$ cat src/hdl/trcs_pkg.sv
`timescale 1ns / 1ps

package trcs_pkg;

   localparam int CNT_W = 10;
   localparam logic [CNT_W-1:0] CNT_MAX = 10'd1023;

   typedef enum logic [2:0] {
      ST_COLD    = 3'd0,
      ST_WARM    = 3'd1,
      ST_EXTRACT = 3'd2,
      ST_VENT    = 3'd3,
      ST_WAIT    = 3'd4,
      ST_UNDEF   = 3'd5
   } state_type;

   // Configuration register indexes.
   localparam logic [2:0] CSR_HAS_VENTING   = 3'd0;
   localparam logic [2:0] CSR_EXTRACT_LOW   = 3'd1;
   localparam logic [2:0] CSR_COLD_TARGET   = 3'd2;
   localparam logic [2:0] CSR_WARM_TARGET   = 3'd3;
   localparam logic [2:0] CSR_COLD_QUOTA    = 3'd4;
   localparam logic [2:0] CSR_WARM_QUOTA    = 3'd5;
   localparam logic [2:0] CSR_VENT_TARGET   = 3'd6;
   localparam logic [2:0] CSR_START_STATE   = 3'd7;

   localparam logic        CMD_START = 1'b1;

   typedef struct packed {
      logic        cmd;
      logic [15:0] tank_pressure;
      logic [15:0] tank_temperature;
   } req_type;

   typedef struct packed {
      logic [2:0] state_code;
      logic       cold_valve;
      logic       warm_valve;
      logic       extraction_valve;
      logic       switched;
   } rsp_type;

   typedef struct packed {
      logic             has_venting;
      logic [15:0]      extraction_low_pressure;
      logic [15:0]      cold_target_pressure;
      logic [15:0]      warm_target_pressure;
      logic [CNT_W-1:0] cold_refuel_quota;
      logic [CNT_W-1:0] warm_refuel_quota;
      logic [15:0]      vent_target_temperature;
      logic [2:0]       start_state;
   } cfg_type;

   typedef struct packed {
      state_type        state;
      logic [CNT_W-1:0] cold_started;
      logic [CNT_W-1:0] warm_started;
      logic             switched;
   } step_type;

endpackage

$ cat src/hdl/tank_refuel_cycle_sequencer_top.sv
`timescale 1ns / 1ps

// Tank refuel cycle sequencer.
// req_* carries a start or a pressure/temperature sample; each transfer
// produces exactly one result on rsp_*: the state after the item, the three
// valve outputs and a flag telling whether the item caused a state entry.
// csr_* writes one of eight configuration registers by index; csr_ready is
// always high, and writes are meant to be made while no item is in flight.
// The item is registered at the input, evaluated against the held state,
// and the result is registered at the output.
// Throughput is one item per cycle while rsp_ready is high; the input
// register and the result register form a two-stage pipeline, and the
// state update is combinational comparisons and a counter increment.
// When rsp_ready is low the result holds, the input register fills, and
// req_ready drops only once both stages are occupied.
// Reset is synchronous: both stages empty, the sequencer state becomes
// undefined, counters clear and the configuration registers take their
// default values.

module tank_refuel_cycle_sequencer_top
   import trcs_pkg::*;
(
   input  logic        clock,
   input  logic        reset,
   input  logic        req_valid,
   output logic        req_ready,
   input  req_type     req_data,
   output logic        rsp_valid,
   input  logic        rsp_ready,
   output rsp_type     rsp_data,
   input  logic        csr_valid,
   output logic        csr_ready,
   input  logic [2:0]  csr_index,
   input  logic [15:0] csr_data
);

   cfg_type          cfg;
   step_type         step;

   logic             in_valid_ff;
   logic             in_valid_in;
   req_type          in_data_ff;
   logic             out_valid_ff;
   logic             out_valid_in;
   rsp_type          out_data_ff;
   state_type        state_ff;
   logic [CNT_W-1:0] cold_started_ff;
   logic [CNT_W-1:0] warm_started_ff;
   logic             advance;

   assign csr_ready = 1'b1;

   trcs_csr u_csr (
      .clock     (clock),
      .reset     (reset),
      .csr_valid (csr_valid),
      .csr_index (csr_index),
      .csr_data  (csr_data),
      .cfg       (cfg)
   );

   trcs_next u_next (
      .req          (in_data_ff),
      .cfg          (cfg),
      .cur_state    (state_ff),
      .cold_started (cold_started_ff),
      .warm_started (warm_started_ff),
      .step         (step)
   );

   // The held item moves on when the result register is free or being emptied.
   assign advance      = in_valid_ff && (!out_valid_ff || rsp_ready);
   assign req_ready    = !in_valid_ff || advance;
   assign in_valid_in  = (req_valid && req_ready) || (in_valid_ff && !advance);
   assign out_valid_in = advance || (out_valid_ff && !rsp_ready);

   always_ff @(posedge clock) begin
      if (reset) begin
         in_valid_ff     <= 1'b0;
         out_valid_ff    <= 1'b0;
         state_ff        <= ST_UNDEF;
         cold_started_ff <= '0;
         warm_started_ff <= '0;
      end else begin
         in_valid_ff  <= in_valid_in;
         out_valid_ff <= out_valid_in;
         if (advance) begin
            state_ff        <= step.state;
            cold_started_ff <= step.cold_started;
            warm_started_ff <= step.warm_started;
         end
      end
   end

   always_ff @(posedge clock) begin
      if (req_valid && req_ready) in_data_ff <= req_data;
      if (advance) begin
         out_data_ff.state_code       <= step.state;
         out_data_ff.cold_valve       <= (step.state == ST_COLD);
         out_data_ff.warm_valve       <= (step.state == ST_WARM);
         out_data_ff.extraction_valve <= (step.state == ST_EXTRACT);
         out_data_ff.switched         <= step.switched;
      end
   end

   assign rsp_valid = out_valid_ff;
   assign rsp_data  = out_data_ff;

endmodule

$ cat src/hdl/trcs_csr.sv
`timescale 1ns / 1ps

module trcs_csr
   import trcs_pkg::*;
(
   input  logic        clock,
   input  logic        reset,
   input  logic        csr_valid,
   input  logic [2:0]  csr_index,
   input  logic [15:0] csr_data,
   output cfg_type     cfg
);

   cfg_type cfg_ff;
   cfg_type cfg_in;

   always_comb begin
      cfg_in = cfg_ff;
      if (csr_valid) begin
         case (csr_index)
            CSR_HAS_VENTING: cfg_in.has_venting             = csr_data[0];
            CSR_EXTRACT_LOW: cfg_in.extraction_low_pressure = csr_data;
            CSR_COLD_TARGET: cfg_in.cold_target_pressure    = csr_data;
            CSR_WARM_TARGET: cfg_in.warm_target_pressure    = csr_data;
            CSR_COLD_QUOTA:  cfg_in.cold_refuel_quota       = csr_data[CNT_W-1:0];
            CSR_WARM_QUOTA:  cfg_in.warm_refuel_quota       = csr_data[CNT_W-1:0];
            CSR_VENT_TARGET: cfg_in.vent_target_temperature = csr_data;
            CSR_START_STATE: cfg_in.start_state             = csr_data[2:0];
            default:         cfg_in = cfg_ff;
         endcase
      end
   end

   always_ff @(posedge clock) begin
      if (reset) begin
         cfg_ff.has_venting             <= 1'b0;
         cfg_ff.extraction_low_pressure <= 16'd500;
         cfg_ff.cold_target_pressure    <= 16'd7000;
         cfg_ff.warm_target_pressure    <= 16'd7000;
         cfg_ff.cold_refuel_quota       <= '0;
         cfg_ff.warm_refuel_quota       <= '0;
         cfg_ff.vent_target_temperature <= 16'd29315;
         cfg_ff.start_state             <= ST_EXTRACT;
      end else begin
         cfg_ff <= cfg_in;
      end
   end

   assign cfg = cfg_ff;

endmodule

$ cat src/hdl/trcs_next.sv
`timescale 1ns / 1ps

module trcs_next
   import trcs_pkg::*;
(
   input  req_type          req,
   input  cfg_type          cfg,
   input  state_type        cur_state,
   input  logic [CNT_W-1:0] cold_started,
   input  logic [CNT_W-1:0] warm_started,
   output step_type         step
);

   state_type        target;
   logic [CNT_W-1:0] cold_base;
   logic [CNT_W-1:0] warm_base;

   always_comb begin
      target    = ST_UNDEF;
      cold_base = cold_started;
      warm_base = warm_started;
      step.state = cur_state;

      if (req.cmd == CMD_START) begin
         cold_base  = '0;
         warm_base  = '0;
         step.state = ST_UNDEF;
         if (cfg.start_state <= 3'(ST_WAIT)) begin
            target = state_type'(cfg.start_state);
         end
      end else begin
         case (cur_state)
            ST_COLD: begin
               if (req.tank_pressure > cfg.cold_target_pressure) begin
                  if (cfg.has_venting && cold_started == cfg.cold_refuel_quota) begin
                     target = ST_VENT;
                  end else begin
                     target = ST_EXTRACT;
                  end
               end
            end
            ST_WARM: begin
               if (req.tank_pressure > cfg.warm_target_pressure) target = ST_EXTRACT;
            end
            ST_EXTRACT: begin
               if (req.tank_pressure < cfg.extraction_low_pressure) begin
                  if (cold_started < cfg.cold_refuel_quota) begin
                     target = ST_COLD;
                  end else if (warm_started < cfg.warm_refuel_quota) begin
                     target = ST_WARM;
                  end else begin
                     target = ST_WAIT;
                  end
               end
            end
            ST_VENT: begin
               if (req.tank_temperature > cfg.vent_target_temperature) target = ST_EXTRACT;
            end
            default: target = ST_UNDEF;
         endcase
      end

      step.cold_started = cold_base;
      step.warm_started = warm_base;
      step.switched     = (target != ST_UNDEF);
      if (target != ST_UNDEF) begin
         step.state = target;
         // Refuel counters saturate at their top value.
         if (target == ST_COLD && cold_base != CNT_MAX) step.cold_started = cold_base + 1'b1;
         if (target == ST_WARM && warm_base != CNT_MAX) step.warm_started = warm_base + 1'b1;
      end
   end

endmodule

$ cat config.mk
export PLATFORM = sky130hd
export DESIGN_NAME = tank_refuel_cycle_sequencer_top
export DESIGN_NICKNAME = d
export VERILOG_FILES = /design/src/hdl/trcs_pkg.sv /design/src/hdl/tank_refuel_cycle_sequencer_top.sv /design/src/hdl/trcs_csr.sv /design/src/hdl/trcs_next.sv
export SDC_FILE = /design/constraint.sdc
export NUM_CORES = 1
export LEC_CHECK = 0
export ABC_AREA = 0
export BUFFER_PORTS_ARGS = -buffer_cell sky130_fd_sc_hd__buf_4
export CAP_MARGIN = 20
export CORE_MARGIN = 2
export CORE_UTILIZATION = 40
export DETAILED_ROUTE_END_ITERATION = 12
export MAX_ROUTING_LAYER = met4
export SKIP_CTS_REPAIR_TIMING = 1
export SYNTH_ARGS = -nofsm -noshare
export SYNTH_HDL_FRONTEND = slang
export SYNTH_SLANG_ARGS = --single-unit
$ cat constraint.sdc
create_clock -name clock -period 3.2 [get_ports clock]
set_clock_uncertainty 0.1 [all_clocks]
set_input_delay 0.64 -clock clock [delete_from_list [all_inputs] [get_ports clock]]
set_output_delay 0.64 -clock clock [all_outputs]
set_load 0.05 [all_outputs]
# Word-level counts from Yosys, hierarchy flattened
# Cells that the tools add are included.
dict set report word_totals {
  reg_bits 153
  inputBits 57
  output_inout_bits 10
  elab_cells 90
}
dict set report classes {
  addsub 2
  order_cmp 7
  eq_ne 17
  mux 16
  n_reduce_logical 27
}
# cell count
set ops {}
lappend ops {{> comparator 16 bit} 3}
lappend ops {{two-way mux 10 bit} 4}
lappend ops {{two-way mux 3 bit} 9}
lappend ops {{two-way mux 23 bit} 1}
lappend ops {{adder 10 x 1 -> 10 bit (second input constant)} 2}
lappend ops {{< comparator 10 bit} 2}
lappend ops {{!= test 10 bit (second input constant)} 2}
lappend ops {{< comparator 16 bit} 1}
lappend ops {{AND reduction 2 bit} 8}
lappend ops {{equality test 3 x 2 -> 1 bit (second input constant)} 5}
lappend ops {{equality test 3 x 1 -> 1 bit (second input constant)} 4}
lappend ops {{equality test 3 bit (second input constant)} 4}
lappend ops {{zero test 3 bit} 4}
lappend ops {{one-hot mux 3 bit (4 select lines)} 1}
lappend ops {{equality test 10 bit} 1}
lappend ops {{logical AND 1 bit} 7}
lappend ops {{zero test 1 bit} 4}
lappend ops {{logical OR 1 bit} 4}
lappend ops {{less-or-equal comparator 3 bit (second input constant)} 1}
lappend ops {{!= test 3 bit (second input constant)} 1}
lappend ops {{two-way mux 1 bit} 1}

# Depth between registers and ports, before layout
# Gate-level depths: netlist (run 1).
dict set report depth {
  word_depth 11
  depth_mapped 12
  mapped_depth_nobuf 11
}

# Cells and area by module
# A second synthesis (run 1) with hierarchy kept.
dict set report hier_totals {
  hier_cells 902
  hier_area_um2 8937.3
}
# module instances cells_per_inst area_per_inst_um2 seq_area_each_um2
set by_module_without_submodules {}
lappend by_module_without_submodules {trcs_csr 1 334 3613.5 1761.7}
lappend by_module_without_submodules {trcs_next 1 413 2962.8 0.0}
lappend by_module_without_submodules {tank_refuel_cycle_sequencer_top 1 155 2361.0 1701.6}

# Least setup slack after synthesis (run 1)
# No wires, ideal clock.
dict set report synth_timing {
  path_kind {register -> register}
  startpoint {reg in_data_ff[29] in the netlist's numbering}
  endpoint {reg cold_started_ff[4]}
  setup_ps 121
  arrival_ps 3009
  required_ps 2979
  path_slack_ps -30
  path_stages_with_launch 11
  n_path_buf 0
  synth_period_minus_slack_ps 3230
  cell_sequence {edfxtp_1 -> ha_1 -> a21o_1 -> a21o_1 -> a2111o_1 -> a221oi_2 -> or4bb_2 -> nand4_4 -> or4_4 -> or3_1 -> mux2_2}
}
dict set report synth_between {
  elab_chain_len 8
  word_cells_on_any_way 13
  cone_classes {order compare: 3; eq/ne: 1; mux: 7; reduce/logical: 2}
}
# element line_no
set synth_rtl {}
lappend synth_rtl {{start: declaration} tank_refuel_cycle_sequencer_top.sv:42} ;# req_type in_data_ff;
lappend synth_rtl {{start signal: assignment} tank_refuel_cycle_sequencer_top.sv:96} ;# if (req_valid && req_ready) in_data_ff <= req_data;
lappend synth_rtl {{< comparator 16 bit, or another cell as far along} trcs_next.sv:46} ;# if (req.tank_pressure < cfg.extraction_low_pressure) begin
lappend synth_rtl {{two-way mux 3 bit (on tied branches)} {trcs_next.sv:46, trcs_next.sv:34, trcs_next.sv:43}}
lappend synth_rtl {{one-hot mux 3 bit (4 select lines) *} trcs_next.sv:32} ;# case (cur_state)
lappend synth_rtl {{two-way mux 3 bit *} trcs_next.sv:24} ;# if (req.cmd == CMD_START) begin
lappend synth_rtl {{zero test 3 bit} trcs_next.sv:69} ;# if (target == ST_COLD && cold_base != CNT_MAX) step.cold_started = cold_base + 1'b1;
lappend synth_rtl {{logical AND 1 bit} trcs_next.sv:69}
lappend synth_rtl {{two-way mux 10 bit} trcs_next.sv:69}
lappend synth_rtl {{two-way mux 23 bit *} trcs_next.sv:66} ;# if (target != ST_UNDEF) begin
lappend synth_rtl {{end signal: assignment} tank_refuel_cycle_sequencer_top.sv:89} ;# cold_started_ff <= step.cold_started;
lappend synth_rtl {{end: declaration} tank_refuel_cycle_sequencer_top.sv:47} ;# logic [CNT_W-1:0] cold_started_ff;
# Every way passes the cells marked *; elsewhere a longest branch is shown, timed or not.
# A chain may end at the register's enable or synchronous reset.

# Final worst setup path (run 1)
# Ends and elaborated chain as after synthesis.

==> qor.txt, run 1 <==
status: finished, violations left
failing checks: negative setup slack
Power Total: 4.77 mW
CP endpoint kind: flip-flop
wire per inst: 15.7 um
Final setup violation count: 12
Layout area overhead: 26.2%
fin cells: 1310
CTS HTree Levels: 4
Routed Antenna Nets: 0
layout cells sized above 1: 21.1%
CP max FO: 3
Vias/cell: 5.19
initial antenna violation count: 0
Filler cells: 1865
io pins: 67
Final Wtd Congestion: 0.869
DR DRC count: 0
RSZ-0062 raised after global routing: yes
Seq/Total Area, Yosys: 42.9%
Synth top area share: 28.0%
ys flop type: dfxtp_1
number of synthesized register bits: 153
clk sinks: 153
CTS max path bufs: 2
std cell rows: 51
CTS tree: built
Cell Pwr Density: 468 mW/mm^2
maximum vdd drop: 0.359 mV
WP data required: 3410 ps
Max Cap Viol: 0
Synth cell types: 61
TritonCTS Buffers: 17
Worst Slack Setup Final: -194 ps
hold_ws: 284 ps
largest net degree at the start of global routing: 68
die area: 0.0213 sq mm
antenna cells: 0
pre-CTS setup slack: -313 ps
Syn Nets: 1070
cell taking the most area after synthesis: dfxtp_1
worst path arrival time: 3600 ps
clock slew at reported path FFs: 60 ps
Avg Inst Size Synth: 8.69 sq um
Layout Nets: 1173
via count: 6803
Core ar.: 0.0197 sq mm
fin. max-slew vios: 0
Initial Util: 41.1%
crit path kind: flip-flop to flip-flop
Clock Latency Late Sink: 430 ps
fraction of synthesis flops using an asynchronous set or reset pin: 0%
Sum Neg Setup Slack: -1070 ps
dpl hpwl: 14300 um
post-route clock period utilization: 106%
DRT Wirelength: 20500 um
drt first-iter violations: 368
Rel. slew slack: 48.9%
Die X: 146 um
clk root buf: clkbuf_16
synth warn: 0
Final min period: 3390 ps
Tot GR Track Use: 19.8%
top post-synthesis cells by count: nand2_1, dfxtp_1, a21oi_1
startpoint types: flip-flop
total grt overflow: 0
Slew @ Worst Pin: 764 ps
first-pass GRT wire length: 32500 um
Die H: 146 um
PortBufs: 65
Gate Count Post-Synth: 929
EDFF count, synth: 40
Hold WC Path Type: input pin to flip-flop
synth top area cells: dfxtp_1, edfxtp_1, ha_1, nand2_1, a21oi_1
final hold viol count: 0
leak pwr: 4.15 nW
placed insts: 1267
vias in the first global route: 6404
mapped cell area: 0.00807 sq mm
First-pass DRT Iterations: 5
Max Freq: 295 MHz
most numerous cell in the Yosys netlist: nand2_1
-- cell type report --
cell class / instances / area, sq um / area share (%)
inverter: 89 / 334 / 3.28
clock inverter: 12 / 174 / 1.71
multi-input combinational: 649 / 4470 / 43.9
tap: 265 / 332 / 3.25
timing repair buffer: 122 / 968 / 9.51
clock buffer: 20 / 447 / 4.38
sequential: 153 / 3460 / 34.0
-- registers in the layout, indices dropped and copies added (netlist names) --
signal / flops
in_valid_ff: 1
rsp_valid: 1
rsp_data: 7
u_csr.cfg: 88
in_data_ff: 33
warm_started_ff: 10
state_ff: 3
cold_started_ff: 10
-- critical path: stages (launching register included) --
cell and delay (ps):
edfxtp_1 490, ha_4 270, a21o_1 170, a21o_1 180
a2111o_1 400, a221oi_4 240, or4bb_4 200, nand4_4 80
or4_4 540, or3_4 340, mux2_2 270
-- metrics by stage --
| stage | utilization, % | cell area [sq um] |
|---|---|---|
| finish | 51.8 | 10200 |
| global route | 51.8 | 10200 |
| CTS | 49.6 | 9760 |
| detailed placement | 46.5 | 9140 |
| global placement | 46.5 | 9140 |
| floorplan | - | 8080 |
-- path summary, 6_finish.rpt --
| path | start | end | slack (ps) | cells after the start |
|---|---|---|---|---|
| worst max-delay path | in_data_ff[29] | cold_started_ff[4] | -190 | 10 |
| worst min-delay path | req_data[25] | in_data_ff[25] | 280 | 1 |
| worst max register to register | in_data_ff[29] | cold_started_ff[4] | -190 | 10 |
| worst min register to register | u_csr.cfg[57] | u_csr.cfg[57] | 350 | 2 |
-- logic make-up (layout without fill, tap and decap cells) --
logic type / after synthesis / after routing / share of synthesized area (%)
AO/OA/AOI/OAI: 200 / 200 / 16.1
adder cells (fa/ha/maj): 84 / 84 / 13.0
buffers and inverters: 127 / 243 / 6.00
flip-flops: 153 / 153 / 42.9
multiplexers: 10 / 10 / 1.35
other: 1 / 1 / 0.0464
AND/OR/NAND/NOR: 354 / 354 / 20.6
-- cells in the final DEF, fill, tap and decap left out, drive strengths merged, types with 14 or more instances in the layout --
| cell type | synthesis | layout |
|---|---|---|
| ha | 84 | 84 |
| nand3 | 20 | 20 |
| nor2 | 57 | 57 |
| a211o | 23 | 23 |
| nand2 | 179 | 179 |
| clkbuf | 34 | 20 |
| a21oi | 108 | 108 |
| inv | 88 | 88 |
| buf | 4 | 122 |
| edfxtp | 40 | 40 |
| nand4 | 22 | 22 |
| o21ai | 14 | 14 |
| dfxtp | 113 | 113 |
-- report_power, final --
part | switching, mW | internal (mW) | leakage (nW) | total [mW]
clock network | 0.795 | 1.32 | 0.294 | 2.12
registers | 0.0380 | 2.05 | 1.31 | 2.09
logic | 0.321 | 0.242 | 2.55 | 0.563
-- per-layer routing --
layer	track usage, %	vias up	share of wire [%]
li1	-	3456	-
met1	26.5	3169	48
met2	29.9	154	45
met3	3.78	24	5.0
met4	6.94	0	1.8
met5	-	-	0
No activity file was read; power rests on OpenSTA's default activity.
==> inputs of run 2 (changes only) <==
--- a/config.mk
+++ b/config.mk
@@ -12,6 +12,7 @@
 export CORE_UTILIZATION = 40
 export DETAILED_ROUTE_END_ITERATION = 12
 export MAX_ROUTING_LAYER = met4
+export RECOVER_POWER = 25
 export SKIP_CTS_REPAIR_TIMING = 1
 export SYNTH_ARGS = -nofsm -noshare
 export SYNTH_HDL_FRONTEND = slang
==> run 2 against run 1 <==
The run still ends with negative setup slack left. Clock power barely moved. Register-to-register slack barely moved. Combinational power barely moved. Critical path depth did not move. Sequential power barely moved. Utilization barely moved. Setup slack got worse by 3.7 ps. Final area barely moved. Power barely moved. First-iteration DRC count fell by 10%.
==> qor.txt, run 2 (synthesized netlist as in run 1, its figures left out) <==
status: finished, violations left
failing checks: negative setup slack
first-pass GRT wire length: 32500 um
io pins: 67
Max Freq: 294 MHz
die area: 0.0213 sq mm
CP most frequent cell: a21o_1
Slew @ Worst Pin: 1330 ps
Largest stage delay, worst path: 540 ps
wire per inst: 15.6 um
maximum vdd drop: 0.359 mV
area taken by flip-flops and latches: 0.00346 sq mm
Crit-path slowest cell: or4_4
dpl hpwl: 14300 um
critical path cell sequence: ha_4, a21o_1, a21o_1, a2111o_1, a221oi_4, or4bb_4, nand4_4, or4_4, or3_4, mux2_2
drt first-iter violations: 330
PortBufs: 65
CTS max path bufs: 2
Placed Area: 0.00914 sq mm
DR DRC count: 0
final hold viol count: 0
Final setup violation count: 16
Rel. slew slack: 11.2%
First-pass DRT Iterations: 5
Max Cap Viol: 0
Final Wtd Congestion: 0.869
Filler cells: 1865
Tot GR Track Use: 19.8%
largest net degree at the start of global routing: 68
worst path arrival time: 3600 ps
clk sinks: 153
CTS tree: built
max FFs per register: 88
Die X: 146 um
CP max FO: 3
Top reg by flops: u_csr.cfg
total grt overflow: 0
via count: 6772
vias in the first global route: 6404
Vias/cell: 5.17
Routed Antenna Nets: 0
post-route clock period utilization: 106%
most common cell after layout, fill and taps aside: nand2_1
startpoint types: flip-flop
Core ar.: 0.0197 sq mm
Layout Nets: 1173
WP data required: 3410 ps
Worst Slack Setup Final: -197 ps
Clock Latency Late Sink: 430 ps
Largest regs: u_csr.cfg x88, in_data_ff x33
Initial Util: 41.1%
Multi-input gate area: 0.00447 sq mm
Cell Pwr Density: 468 mW/mm^2
clk root buf: clkbuf_16
DRT Wirelength: 20400 um
Sum Neg Setup Slack: -1200 ps
TritonCTS Buffers: 17
std cell rows: 51
clock slew at reported path FFs: 60 ps
CTS HTree Levels: 4
fin area: 0.0102 sq mm
fin. max-slew vios: 0
crit path kind: flip-flop to flip-flop
Layout area overhead: 26.1%
most frequent cells in the layout: nand2_1, dfxtp_1, a21oi_1
Hold WC Path Type: input pin to flip-flop
layout cells sized above 1: 21.1%
CP endpoint kind: flip-flop
leak pwr: 4.14 nW
antenna cells: 0
Final min period: 3400 ps
RSZ-0062 raised after global routing: yes
Die H: 146 um
initial antenna violation count: 0
[run 2: layer usage]
metal / up-vias / part of all wire, % / GRT usage, %
met5: - / 0 / -
met2: 144 / 45 / 29.9
met3: 24 / 4.6 / 3.78
met4: 0 / 1.8 / 6.94
met1: 3146 / 48 / 26.5
li1: 3458 / - / -
[run 2: cell type report]
type	instances	share of cell area [%]
Sequential cell	153	34.0
Tap cell	265	3.26
Multi-Input combinational cell	649	43.9
Inverter	89	3.28
Clock inverter	12	1.71
Clock buffer	20	4.39
Timing Repair Buffer	122	9.45
[run 2: critical path, delay by kind of cell (launching register included)]
kind	cells	cell delay (ps)
DFF	1	490
and+or+nand+nor	4	1160
adders and majority gates	1	270
AOI/OAI and AO/OA	4	990
muxes	1	270
[run 2: path summary, 6_finish.rpt]
check | startpoint | end | slack, ps | cells past startpoint
min reg2reg | u_csr.cfg[32] | u_csr.cfg[32] | 350 | 2
max | in_data_ff[29] | cold_started_ff[4] | -200 | 10
min | req_data[25] | in_data_ff[25] | 310 | 1
max reg2reg | in_data_ff[29] | cold_started_ff[4] | -200 | 10
[run 2: through the flow]
stage / cells / hold WS [ps] / worst slack [ps] / power, mW / utilization (%)
after global routing: 1310 / 292 / -296 / 4.96 / 51.8
after CTS: 1299 / 269 / -349 / 4.77 / 49.6
after detailed placement: 1267 / 346 / -313 / 2.64 / 46.5
after global placement: 1267 / 342 / -240 / 2.64 / 46.5
after floorplan: 929 / 335 / 24.0 / 2.42 / -
final: 1310 / 308 / -197 / 4.77 / 51.8
[run 2: power breakdown]
part | total (mW) | internal, mW | switching [mW]
registers | 2.09 | 2.05 | 0.0381
logic | 0.560 | 0.239 | 0.321
clock network | 2.12 | 1.32 | 0.793
total | 4.77 | 3.61 | 1.15
